$ cat config.mk
export PLATFORM = sky130hd
export DESIGN_NAME = sgh_front
export DESIGN_NICKNAME = d
export VERILOG_FILES = /design/src/sgh_pkg.sv /design/src/sgh_front.sv
export SDC_FILE = /design/constraint.sdc
export NUM_CORES = 1
export LEC_CHECK = 0
export ABC_AREA = 1
export BUFFER_PORTS_ARGS = -buffer_cell sky130_fd_sc_hd__buf_2
export CELL_PAD_IN_SITES_DETAIL_PLACEMENT = 0
export CELL_PAD_IN_SITES_GLOBAL_PLACEMENT = 1
export CORE_MARGIN = 5
export CORE_UTILIZATION = 24
export DETAILED_ROUTE_END_ITERATION = 16
export PLACE_DENSITY_LB_ADDON = 0.1
export SETUP_SLACK_MARGIN = 0.2
export SLEW_MARGIN = 20
export SYNTH_ARGS = -nofsm -noshare
export SYNTH_HDL_FRONTEND = slang
export SYNTH_SLANG_ARGS = --single-unit
export TNS_END_PERCENT = 1
$ cat constraint.sdc
create_clock -name clock -period 11.5 [get_ports clock]
set_input_delay 2.3 -clock clock [delete_from_list [all_inputs] [get_ports clock]]
set_output_delay 2.3 -clock clock [all_outputs]
set_load 0.005 [all_outputs]
$ cat src/sgh_pkg.sv
// shared constants, types and angle table function for the segment heading pipeline
package sgh_pkg;

   localparam int COORD_BITS      = 32;
   localparam int ANGLE_FRAC_BITS = 16;
   localparam int CORDIC_STAGES   = 24;

   // fixed internal formats
   localparam int DEG_FRAC    = 40;
   localparam int RAD_FRAC    = 60;
   localparam int DIFF_W      = COORD_BITS + 1;
   localparam int CORD_W      = 64;
   localparam int SCALE_SHIFT = RAD_FRAC - COORD_BITS;
   localparam int Z_W         = DEG_FRAC + 8;
   localparam int TH_W        = DEG_FRAC + 7;
   localparam int FULL_W      = DEG_FRAC + 9;
   localparam int HEADING_W   = 25;
   localparam int ROUND_SH    = DEG_FRAC - ANGLE_FRAC_BITS;
   localparam int H_W         = FULL_W + 1 - ROUND_SH;

   localparam logic [127:0] QUARTER_PI_RAD = 128'h0C90FDAA22168C23;

   localparam logic [TH_W-1:0]   DEG_90       = TH_W'(90) << DEG_FRAC;
   localparam logic [FULL_W-1:0] DEG_180      = FULL_W'(180) << DEG_FRAC;
   localparam logic [FULL_W-1:0] DEG_360      = FULL_W'(360) << DEG_FRAC;
   localparam logic [FULL_W:0]   ROUND_HALF   = (FULL_W + 1)'(1) << (ROUND_SH - 1);
   localparam logic [H_W-1:0]    HEADING_WRAP = H_W'(360) << ANGLE_FRAC_BITS;

   // quadrant codes, {x negative, y negative}
   localparam logic [1:0] QUAD_FIRST  = 2'b00;
   localparam logic [1:0] QUAD_SECOND = 2'b10;
   localparam logic [1:0] QUAD_THIRD  = 2'b11;
   localparam logic [1:0] QUAD_FOURTH = 2'b01;

   typedef struct packed {
      logic degenerate;
      logic ax_zero;
      logic ay_zero;
      logic neg_x;
      logic neg_y;
   } tag_type;

   // restoring long division, evaluated at elaboration only
   function automatic logic [127:0] udiv_wide(input logic [127:0] num,
                                              input logic [127:0] den);
      logic [127:0] rem;
      logic [127:0] q;
      rem = '0;
      q   = '0;
      for (int b = 127; b >= 0; b--) begin
         rem = {rem[126:0], num[b]};
         if (rem >= den) begin
            rem  = rem - den;
            q[b] = 1'b1;
         end
      end
      return q;
   endfunction

   // atan(2^-i) in degrees with DEG_FRAC fractional bits
   function automatic logic [Z_W-1:0] atan_deg(input int i);
      logic [127:0] rad;
      logic [127:0] term;
      logic [127:0] num;
      int           m;
      if (i == 0) begin
         rad = QUARTER_PI_RAD;
      end else begin
         rad = '0;
         for (int k = 0; k <= RAD_FRAC; k++) begin
            m = i * (2 * k + 1);
            if (m <= RAD_FRAC) begin
               term = udiv_wide(128'(1) << (RAD_FRAC - m), 128'(2 * k + 1));
               if (k[0]) begin
                  rad = rad - term;
               end else begin
                  rad = rad + term;
               end
            end
         end
      end
      num = rad * (128'(45) << DEG_FRAC) + (QUARTER_PI_RAD >> 1);
      return Z_W'(udiv_wide(num, QUARTER_PI_RAD));
   endfunction

endpackage

$ cat src/sgh_front.sv
// input skid stage, coordinate differences and first-quadrant fold
module sgh_front (
   input  logic                                 clock,
   input  logic                                 reset,
   input  logic                                 advance,
   input  logic                                 req_valid,
   output logic                                 req_stall,
   input  logic signed [sgh_pkg::COORD_BITS-1:0] req_end_x,
   input  logic signed [sgh_pkg::COORD_BITS-1:0] req_end_y,
   input  logic signed [sgh_pkg::COORD_BITS-1:0] req_start_x,
   input  logic signed [sgh_pkg::COORD_BITS-1:0] req_start_y,
   output logic                                 valid_o,
   output logic signed [sgh_pkg::CORD_W-1:0]     x_o,
   output logic signed [sgh_pkg::CORD_W-1:0]     y_o,
   output sgh_pkg::tag_type                      tag_o
);
   import sgh_pkg::*;

   logic                         skid_valid_ff, skid_valid_in;
   logic signed [COORD_BITS-1:0] skid_end_x_ff, skid_end_y_ff;
   logic signed [COORD_BITS-1:0] skid_start_x_ff, skid_start_y_ff;
   logic                         accept;
   logic                         sel_valid;
   logic signed [COORD_BITS-1:0] sel_end_x, sel_end_y, sel_start_x, sel_start_y;

   logic                     v1_ff;
   logic signed [DIFF_W-1:0] dx_ff, dy_ff, dx_in, dy_in;

   logic                     v2_ff;
   logic signed [CORD_W-1:0] x_ff, y_ff, x_in, y_in;
   tag_type                  tag_ff, tag_in;
   logic [COORD_BITS-1:0]    ax_in, ay_in;

   assign req_stall = skid_valid_ff;
   assign accept    = req_valid & ~skid_valid_ff;

   // skid register catches a transfer taken while the pipeline is frozen
   always_comb begin
      skid_valid_in = skid_valid_ff;
      if (advance) begin
         skid_valid_in = 1'b0;
      end else if (accept) begin
         skid_valid_in = 1'b1;
      end
   end

   always_ff @(posedge clock) begin
      if (reset) begin
         skid_valid_ff <= 1'b0;
      end else begin
         skid_valid_ff <= skid_valid_in;
      end
   end

   always_ff @(posedge clock) begin
      if (accept & ~advance) begin
         skid_end_x_ff   <= req_end_x;
         skid_end_y_ff   <= req_end_y;
         skid_start_x_ff <= req_start_x;
         skid_start_y_ff <= req_start_y;
      end
   end

   assign sel_valid   = skid_valid_ff | req_valid;
   assign sel_end_x   = skid_valid_ff ? skid_end_x_ff   : req_end_x;
   assign sel_end_y   = skid_valid_ff ? skid_end_y_ff   : req_end_y;
   assign sel_start_x = skid_valid_ff ? skid_start_x_ff : req_start_x;
   assign sel_start_y = skid_valid_ff ? skid_start_y_ff : req_start_y;

   assign dx_in = DIFF_W'(sel_end_x) - DIFF_W'(sel_start_x);
   assign dy_in = DIFF_W'(sel_end_y) - DIFF_W'(sel_start_y);

   always_ff @(posedge clock) begin
      if (reset) begin
         v1_ff <= 1'b0;
         v2_ff <= 1'b0;
      end else if (advance) begin
         v1_ff <= sel_valid;
         v2_ff <= v1_ff;
      end
   end

   // fold into the first quadrant and scale up to the cordic format
   always_comb begin
      tag_in.neg_x      = dx_ff[DIFF_W-1];
      tag_in.neg_y      = dy_ff[DIFF_W-1];
      tag_in.ax_zero    = (dx_ff == '0);
      tag_in.ay_zero    = (dy_ff == '0);
      tag_in.degenerate = tag_in.ax_zero & tag_in.ay_zero;
      ax_in = COORD_BITS'(tag_in.neg_x ? -dx_ff : dx_ff);
      ay_in = COORD_BITS'(tag_in.neg_y ? -dy_ff : dy_ff);
      x_in  = CORD_W'(ax_in) << SCALE_SHIFT;
      y_in  = CORD_W'(ay_in) << SCALE_SHIFT;
   end

   always_ff @(posedge clock) begin
      if (advance) begin
         dx_ff  <= dx_in;
         dy_ff  <= dy_in;
         x_ff   <= x_in;
         y_ff   <= y_in;
         tag_ff <= tag_in;
      end
   end

   assign valid_o = v2_ff;
   assign x_o     = x_ff;
   assign y_o     = y_ff;
   assign tag_o   = tag_ff;

endmodule

==> reports/results.txt <==
CP max-delay cell = buf_4
First-pass GRT wire length = 74.7 mm
Die Wd = 275 µm
Post-Route M1 WL = 20.3 mm
Synth Area per Inst = 8.72 µm²
Most common cell in the netlist = nand2_1
Post-Syn Area = 16,800 µm²
Peak supply drop = 0.000116 V
Yosys top cell area share = 46.9%
Pwr Density = 157 nW/µm²
Setup TNS = 0 ns
Post-synth EDFFs = 263
Design Area, Final = 20,000 µm²
RePlAce Congestion = 0.775
Clock skew = 0.0318 ns
Status = completed
Antenna violations before repair = 5
Slew margin rel. = 29.3%
Max-cap violations = 0
Hold buffers post-CTS = 0
Via density = 3.99
Cell taking the most area after synthesis = edfxtp_1
Critical Path End Type = flop
WL final = 49.0 mm
Crit Path Max Fanout = 68
CP cell instances = buf_4 -> buf_4 -> mux2_2 -> ha_1 -> fa_1 -> inv_1 -> nand2_1 -> nand2_1 -> nand3_1 -> nand2_1 -> nand2_1 -> nand2_2 -> nand2_1 -> nand3_1 -> nand2_1
#FFs+latches synth = 266
Die ar. = 75,600 µm²
Final setup violation count = 0
DR iter-0 viols = 524
Vias in the first global route = 13,000
Top post-synthesis cells by count = nand2_1, inv_1, edfxtp_1
Core Region = 69,800 µm²
Dpl hpwl = 39.6 mm
Row cnt = 97
Total Nets Final = 2,356
Post-CTS Repair Setup Buffers = 0
Largest net degree at the start of global routing = 69
Clock sinks = 266
Leakage = 0.00937 µW
Sequential area share after synthesis = 47.3%
Routed length on met2 = 25.6 mm
Crit path top cell by count = nand2_1
Post-synth cell types = 42
Root buffer cell = clkbuf_16
Highest routed metal layer = met5
Area of the multi-input gates = 7330 µm²
Fillcell total = 7,509
Total GRT Usage = 12.8%
Port Buffer Count = 202
CTS buffer count = 37
Antenna-violating nets left = 0
Layout cell share with drive strength beyond 1 = 17.0%
Io pins = 267
Congestion Overflow GR = 0
Met3 wire len = 2.09 mm
Final core occ = 28.6%
Worst Slack Setup Final = 7.23 ns
Pre-antenna DRT Iters = 5
Area grow syn2layout = 18.6%
Required @ worst endpoint = 11.80 ns
CTS tree = done
Critical path class = reg2reg
Final count of hold timing violations = 0
Drt wl/cell = 15.7 µm
Final worst path period need = 4.27 ns
Vias after detailed routing = 12,500
Post-Synthesis Cells = 1,931
Register Area = 7960 µm²
Async set-reset flop share out of synthesis = 0%
Remaining DRCs = 0
Overall Power = 3140 µW
Clk pin slew, worst setup/hold paths = 0.06 ns
Hold Crit Class = reg2reg
CTS max path bufs = 3
Max Slew Vio Count = 0
Crit-path max cell delay = 0.92 ns
H-tree level count = 2
Initial Util = 24.1%
Max frequency = 0.234 GHz
Cts repair resizes = 0
Die Y = 275 µm
CP startpoint kind = flop
Slew @ Worst Pin = 1.06 ns
Setup WS pre-CTS = 6.99 ns
YS warnings = 0
CP arrival = 4.57 ns
Period utilization = 37.1%
Area of placed instances = 18,700 µm²
Top FF cell, synth = edfxtp_1
Clock latency on the worst-skew pair = 0.56 ns
RSZ-0062 raised after global routing = false
Largest cells by area after synthesis = edfxtp_1, nand2_1, inv_1
## worst paths after layout
kind | start | end | slack, ns | cells past startpoint
hold reg to reg | dy_ff[0] | y_o[28] | 0.45 | 0
hold / removal | dy_ff[0] | y_o[28] | 0.45 | 0
setup / recovery | req_stall | dy_ff[24] | 7.23 | 15
setup reg to reg | req_stall | dy_ff[24] | 7.23 | 15
## cell usage in the layout (no fill, tap or decap), types with 5 or more instances in the layout
cell type  count
a21oi_1       44
and2_1         6
buf_2        201
buf_4          9
bufinv_16      5
clkbuf_16     38
clkinv_1       6
clkinv_2       6
conb_1        64
edfxtp_1     263
ha_1          66
inv_1        312
mux2_2        62
mux2i_1       63
nand2_1      614
nand2_2       12
nand3_1       85
nand3_2        6
nand3b_1       5
nand4_1       12
nor2_1       138
nor2_2        10
nor2_4         5
nor3_1        10
o21ai_0       22
o21ai_1        5
xnor2_1       15
xor2_1        60
## state kept, by name, indices dropped and copies added, names as in the netlist, 5 cells and up
register	flops
skid_start_y_ff	32
tag_o	5
skid_end_x_ff	32
x_o	32
skid_start_x_ff	32
y_o	32
dx_ff	33
dy_ff	33
skid_end_y_ff	32
## per-stage QoR
stage / cells / hold WS, ns
final: 3124 / 0.453
after floorplan: 1994 / 0.426
after global placement: 3057 / 0.439
after detailed placement: 3057 / 0.442
after CTS: 3122 / 0.456
after global routing: 3122 / 0.461
## critical path: cells and delay by family, from the launching register on
kind                       cells  cell delay, ns
adders and majority gates      2            0.65
buffers and inverters          3            1.79
DFF                            1            0.33
muxes                          1            0.43
and+or+nand+nor                9            0.78
## layer usage
layer	vias to the layer above	global-route usage, %
li1	6531	-
met3	63	2.38
met2	196	24.0
met5	-	0
met4	4	3.21
met1	5686	14.9
## power by group
group	switching (µW)	internal, µW	leakage, µW
sequential	64.4	1220	0.00255
combinational	439	247	0.00623
clock	458	716	0.000589
total	961	2180	0.00937
## cell families (layout without fill, tap and decap cells)
group | after synthesis | after routing | synth area share [%]
and+or+nand+nor | 912 | 912 | 22.6
muxes | 125 | 125 | 7.89
AOI/OAI and AO/OA | 80 | 80 | 2.56
buffers and inverters | 404 | 592 | 10.7
xor gates and xnor gates | 75 | 75 | 3.90
other | 1 | 66 | 0.0223
adders and majority gates | 68 | 68 | 5.14
DFF | 266 | 266 | 47.3
## cell type report
type                            count  area share [%]
Antenna cell                        2          0.0251
Clock buffer                       42            4.84
Clock inverter                     23            1.29
Inverter                          316            5.94
Multi-Input combinational cell   1324            36.7
Sequential cell                   266            39.9
Tap cell                          940            5.89
Timing Repair Buffer              211            5.43
(Power assumes the default switching activity.)
