===== config.mk =====
export PLATFORM = sky130hd
export DESIGN_NAME = sgh_back
export DESIGN_NICKNAME = d
export VERILOG_FILES = /design/src/sgh_pkg.sv /design/src/sgh_back.sv
export SDC_FILE = /design/constraint.sdc
export NUM_CORES = 1
export LEC_CHECK = 0
export ABC_CLOCK_PERIOD_IN_PS = 4170
export BUFFER_PORTS_ARGS = -buffer_cell sky130_fd_sc_hd__buf_4
export CAP_MARGIN = 40
export CORE_ASPECT_RATIO = 0.6
export CORE_UTILIZATION = 51
export CTS_CLUSTER_DIAMETER = 80
export DETAILED_ROUTE_END_ITERATION = 10
export GPL_TIMING_DRIVEN = 0
export HOLD_SLACK_MARGIN = 0.12
export PLACE_DENSITY = 0.81
export SLEW_MARGIN = 40
export SYNTH_ARGS = -nofsm -noshare
export SYNTH_HDL_FRONTEND = slang
export SYNTH_SLANG_ARGS = --single-unit

===== constraint.sdc =====
create_clock -name clock -period 4.17 [get_ports clock]
set_clock_uncertainty 0.15 [all_clocks]
set_input_delay 0 -clock clock [delete_from_list [all_inputs] [get_ports clock]]
set_output_delay 0 -clock clock [all_outputs]
set_load 0.02 [all_outputs]

===== src/sgh_pkg.sv =====
// shared constants, types and angle table function for the segment heading pipeline
package sgh_pkg;

   localparam int COORD_BITS      = 32;
   localparam int ANGLE_FRAC_BITS = 16;
   localparam int CORDIC_STAGES   = 24;

   // fixed internal formats
   localparam int DEG_FRAC    = 40;
   localparam int RAD_FRAC    = 60;
   localparam int DIFF_W      = COORD_BITS + 1;
   localparam int CORD_W      = 64;
   localparam int SCALE_SHIFT = RAD_FRAC - COORD_BITS;
   localparam int Z_W         = DEG_FRAC + 8;
   localparam int TH_W        = DEG_FRAC + 7;
   localparam int FULL_W      = DEG_FRAC + 9;
   localparam int HEADING_W   = 25;
   localparam int ROUND_SH    = DEG_FRAC - ANGLE_FRAC_BITS;
   localparam int H_W         = FULL_W + 1 - ROUND_SH;

   localparam logic [127:0] QUARTER_PI_RAD = 128'h0C90FDAA22168C23;

   localparam logic [TH_W-1:0]   DEG_90       = TH_W'(90) << DEG_FRAC;
   localparam logic [FULL_W-1:0] DEG_180      = FULL_W'(180) << DEG_FRAC;
   localparam logic [FULL_W-1:0] DEG_360      = FULL_W'(360) << DEG_FRAC;
   localparam logic [FULL_W:0]   ROUND_HALF   = (FULL_W + 1)'(1) << (ROUND_SH - 1);
   localparam logic [H_W-1:0]    HEADING_WRAP = H_W'(360) << ANGLE_FRAC_BITS;

   // quadrant codes, {x negative, y negative}
   localparam logic [1:0] QUAD_FIRST  = 2'b00;
   localparam logic [1:0] QUAD_SECOND = 2'b10;
   localparam logic [1:0] QUAD_THIRD  = 2'b11;
   localparam logic [1:0] QUAD_FOURTH = 2'b01;

   typedef struct packed {
      logic degenerate;
      logic ax_zero;
      logic ay_zero;
      logic neg_x;
      logic neg_y;
   } tag_type;

   // restoring long division, evaluated at elaboration only
   function automatic logic [127:0] udiv_wide(input logic [127:0] num,
                                              input logic [127:0] den);
      logic [127:0] rem;
      logic [127:0] q;
      rem = '0;
      q   = '0;
      for (int b = 127; b >= 0; b--) begin
         rem = {rem[126:0], num[b]};
         if (rem >= den) begin
            rem  = rem - den;
            q[b] = 1'b1;
         end
      end
      return q;
   endfunction

   // atan(2^-i) in degrees with DEG_FRAC fractional bits
   function automatic logic [Z_W-1:0] atan_deg(input int i);
      logic [127:0] rad;
      logic [127:0] term;
      logic [127:0] num;
      int           m;
      if (i == 0) begin
         rad = QUARTER_PI_RAD;
      end else begin
         rad = '0;
         for (int k = 0; k <= RAD_FRAC; k++) begin
            m = i * (2 * k + 1);
            if (m <= RAD_FRAC) begin
               term = udiv_wide(128'(1) << (RAD_FRAC - m), 128'(2 * k + 1));
               if (k[0]) begin
                  rad = rad - term;
               end else begin
                  rad = rad + term;
               end
            end
         end
      end
      num = rad * (128'(45) << DEG_FRAC) + (QUARTER_PI_RAD >> 1);
      return Z_W'(udiv_wide(num, QUARTER_PI_RAD));
   endfunction

endpackage


===== src/sgh_back.sv =====
// clamp, axis overrides, quadrant unfold and rounding to the output format
module sgh_back (
   input  logic                                 clock,
   input  logic                                 reset,
   input  logic                                 advance,
   input  logic                                 valid_i,
   input  logic signed [sgh_pkg::Z_W-1:0]       z_i,
   input  sgh_pkg::tag_type                     tag_i,
   output logic                                 valid_o,
   output logic [sgh_pkg::HEADING_W-1:0]        heading_o,
   output logic                                 degenerate_o
);
   import sgh_pkg::*;

   logic              v1_ff, v2_ff, v3_ff;
   logic [TH_W-1:0]   th_ff, th_in;
   tag_type           tag1_ff, tag2_ff;
   logic [FULL_W-1:0] full_ff, full_in;
   logic [FULL_W:0]   rounded;
   logic [H_W-1:0]    h_trunc;
   logic [HEADING_W-1:0] heading_ff, heading_in;
   logic              degenerate_ff;

   // clamp to [0, 90] and force the exact axis directions
   always_comb begin
      if (tag_i.ay_zero) begin
         th_in = '0;
      end else if (tag_i.ax_zero) begin
         th_in = DEG_90;
      end else if (z_i[Z_W-1]) begin
         th_in = '0;
      end else if (z_i > $signed(Z_W'(DEG_90))) begin
         th_in = DEG_90;
      end else begin
         th_in = TH_W'(z_i);
      end
   end

   always_comb begin
      case ({tag1_ff.neg_x, tag1_ff.neg_y})
         QUAD_FIRST:  full_in = FULL_W'(th_ff);
         QUAD_SECOND: full_in = DEG_180 - FULL_W'(th_ff);
         QUAD_THIRD:  full_in = DEG_180 + FULL_W'(th_ff);
         QUAD_FOURTH: full_in = DEG_360 - FULL_W'(th_ff);
         default:     full_in = '0;
      endcase
   end

   // round half up, a result of 360 wraps to 0
   assign rounded = {1'b0, full_ff} + ROUND_HALF;
   assign h_trunc = rounded[FULL_W:ROUND_SH];

   always_comb begin
      if (tag2_ff.degenerate || (h_trunc >= HEADING_WRAP)) begin
         heading_in = '0;
      end else begin
         heading_in = HEADING_W'(h_trunc);
      end
   end

   always_ff @(posedge clock) begin
      if (reset) begin
         v1_ff <= 1'b0;
         v2_ff <= 1'b0;
         v3_ff <= 1'b0;
      end else if (advance) begin
         v1_ff <= valid_i;
         v2_ff <= v1_ff;
         v3_ff <= v2_ff;
      end
   end

   always_ff @(posedge clock) begin
      if (advance) begin
         th_ff         <= th_in;
         tag1_ff       <= tag_i;
         full_ff       <= full_in;
         tag2_ff       <= tag1_ff;
         heading_ff    <= heading_in;
         degenerate_ff <= tag2_ff.degenerate;
      end
   end

   assign valid_o      = v3_ff;
   assign heading_o    = heading_ff;
   assign degenerate_o = degenerate_ff;

endmodule


==> summary.txt <==
Critical path
  • Crit-path max FO: 7
  • CP required: 4.22 ns
  • R2R setup slack: 1.40 ns
  • Critical path class: input port to flop
  • Worst setup path start: z_i[1]
  • WP data arrival: 2.98 ns
  • Worst reg-to-reg path cell count: 6
  • Reg2Reg Launch Point: th_ff[36]
  • CP Capture Type: flop
  • Startpoint types: input port
  • R2R Path End: full_ff[48]

Yosys
  • Synth Register Bits: 106
  • Post-synth EDFFs: 103
  • Avg Cell Area, Syn: 12.36 um^2
  • Post-synthesis async set-or-reset flop share: 0%
  • Distinct cells, synth: 60
  • Net Count, Synth: 504
  • Synth Cell Area: 5465 um^2
  • Main synth FF type: edfxtp_1
  • Cells after synthesis: 442
  • Sequential share of the synthesized area: 57.69%
  • Ys Warns: 0

Place
  • PortBufs: 83
  • Routability cong.: 0.8036
  • Detailed Place HPWL: 8158 um
  • Placed cell count: 660
  • Post-Place Worst Slack: 1.428 ns

STA
  • RSZ-0062 raised after global routing: false
  • Fin Setup TNS: 0 ns
  • Max Clk Rate: 341.1 MHz
  • Max_slew headroom: 46.80%
  • Slew of the pin with the lowest slew margin: 0.7980 ns
  • Final hold violation count: 0
  • Clock period minus final worst setup slack: 2.932 ns
  • Crit share post-route: 70.31%
  • # setup viols final: 0
  • Final Max Tran Viols: 0
  • Final WS setup: 1.238 ns

Power and ir drop
  • Leakage power: 2.598 nW
  • Gate power share: 17.9%
  • Power density over cell area: 357.6 nW/um^2
  • Peak VDD IR: 0.2182 mV
  • Clock power frac: 28.5%
  • Sequential power share: 53.6%
  • Cell Int Power: 1.899 mW
  • Sw frac: 25.31%
  • Switching pwr: 643.5 uW

GRT
  • M2 GR Usage: 42.24%
  • Global-route wire length before repair: 20,760 um
  • Initial antenna violation count: 0
  • Gr busiest metal: met2
  • Met3 Use GR: 5.311%
  • Largest net degree at the start of global routing: 107
  • Number of global-route vias before repair: 4,173
  • Global-route usage over all layers: 24.84%
  • Met1 track utilization from global routing: 31.44%
  • Gr ovfl total: 0

Cells and area
  • Synthesis-to-finish area growth: 30.08%
  • Most frequent cells in the layout: 103 x edfxtp_1, 84 x buf_4, 59 x dlygate4sd3_1
  • N_diodes: 0
  • Layout Cells excl Fill: 733
  • Layout cell share with drive strength beyond 1: 21.24%
  • Commonest non-fill, non-tap cell in the layout: edfxtp_1
  • Final Util: 70.22%
  • Final #Nets: 657

Clocking
  • Skew-Pair Late Insertion Delay: 0.33 ns
  • Post-CTS Setup Inserts: 0
  • H-tree depth reported by CTS: 3
  • Clk pin slew, worst setup/hold paths: 0.07 ns
  • Clock root cell: clkbuf_16
  • CTS tree: yes
  • Clock sinks: 106
  • Max Root-Sink Buffers: 2
  • Clock buffer count from CTS: 9

Run
  • Max Cap Violations: 0

Route
  • Via count of the routed design: 4,274
  • Initial DRC Count: 370
  • Drt total wl: 13,070 um
  • DRT antenna net count: 0
  • Via/cell ratio: 5.831
  • DRT Pass-1 Iters: 5
  • Avg WL per Cell: 17.83 um
  • DRC Markers: 0

Worst hold path
  • WHS Endpoint: th_ff[8]
  • Worst Hold Class: input port to flop
  • Hold Path Depth: 1
  • Hold_sp: advance

Floorplanning
  • Die Y: 82.19 um
  • I/O pin count: 84
  • Die span in x: 135.6 um
  • # rows: 28
  • Core box area: 10,120 um^2
  • DIE AREA: 11,150 um^2
  • Initial Utilization: 53.98%

Run status
  • Status: complete, no violations
## state kept, by name, indices dropped and copies added (netlist names)
signal and count:
valid_o 1, heading_o 25, tag2_ff 1, th_ff 47
tag1_ff 3, degenerate_o 1, v1_ff 1, full_ff 26
v2_ff 1
## area by class of cell
cell class                      count  area [um^2]
Timing Repair Buffer              142         1220
Multi-Input combinational cell    305         2173
Sequential cell                   106         3153
Clock buffer                       10        229.0
Fill cell                         702         3015
Tap cell                          135        168.9
Inverter                           11        41.29
Buffer                             20        102.6
Clock inverter                      4        21.27
## cells in the mapped netlist, drive strengths merged, types with 2 or more instances
master | instances | area [um^2]
edfxtp | 103 | 3093
and2 | 44 | 275.3
nor4 | 42 | 305.3
xnor2 | 25 | 219.0
xor2 | 25 | 226.5
nor2 | 22 | 82.58
nand2 | 15 | 56.30
nand3 | 15 | 80.08
nor3 | 14 | 91.34
clkbuf | 12 | 45.04
nand4 | 12 | 93.84
inv | 11 | 41.29
a21oi | 10 | 50.05
buf | 8 | 57.55
o21ai | 8 | 40.03
and3 | 5 | 31.28
ha | 5 | 62.56
o31ai | 5 | 37.54
a31o | 4 | 35.03
a31oi | 4 | 25.02
and4 | 4 | 35.03
mux2i | 4 | 40.04
o21a | 4 | 30.03
or4 | 4 | 33.78
a211oi | 3 | 27.52
dfxtp | 3 | 60.06
nor2b | 3 | 18.77
a211o | 2 | 17.52
a311oi | 2 | 17.52
nand3b | 2 | 15.01
nand4bb | 2 | 22.52
nor4b | 2 | 17.52
o211ai | 2 | 15.01
o22ai | 2 | 12.51
o41ai | 2 | 25.03
## cells by family (layout without fill, tap and decap cells)
family          Yosys count  in the layout  share of synthesized area [%]
flops                   106            106                          57.69
mux                       4              4                         0.7326
fa+ha+maj                 5              5                          1.145
buf+inv                  31            187                          2.633
xor+xnor                 50             50                          8.150
simple gates            188            188                          21.54
compound gates           58             58                          8.104
## how the worst max path moves through the flow
| stage | end | slack [ns] |
|---|---|---|
| finish | th_ff[16] | 1.24 |
| global route | th_ff[16] | 1.08 |
| CTS | th_ff[16] | 1.05 |
| detailed placement | th_ff[25] | 1.43 |
| global placement | th_ff[25] | 1.46 |
| floorplan | full_ff[47] | 1.76 |
## through the flow
| stage | hold WS (ns) | power [mW] | area, um^2 |
|---|---|---|---|
| 3_3_place_gp | 0.02586 | 1.764 | 6257 |
| 5_1_grt | 0.2283 | 2.638 | 7109 |
| 6_report | 0.2135 | 2.542 | 7109 |
| 3_5_place_dp | 0.02927 | 1.782 | 6261 |
| 4_1_cts | 0.1594 | 2.540 | 7102 |
| 2_1_floorplan | -0.07762 | 1.608 | 5465 |
## power groups by stage
stage          Clock (mW)  Sequential, mW  Combinational [mW]
3_5_place_dp            0            1.38               0.399
6_report            0.724            1.36               0.456
3_3_place_gp            0            1.38               0.389
2_1_floorplan           0            1.40               0.213
5_1_grt             0.773            1.37               0.493
4_1_cts             0.737            1.36               0.444
## critical path: stages
cell and delay (ns):
dlygate4sd3_1 0.55, buf_4 0.15, nor4_1 0.46, nand4_1 0.17, nor4_1 0.20, o21ai_0 0.22, nor3_2 0.46, and2_1 0.21
dlygate4sd3_1 0.56
## repair_timing
action	CTS	global route
hold endpoints to repair	53	0
hold buffers	59	0
resized for setup	0	0
## metal layers
metal  share of wire [%]  vias up  routed length, um
li1                    -     1999                  -
met1                  44     2003               5750
met2                  45      236               5922
met3                 7.6       36                991
met4                 3.1        0                407
met5                   0        -                  0
Power figures use the tool's default switching activity.
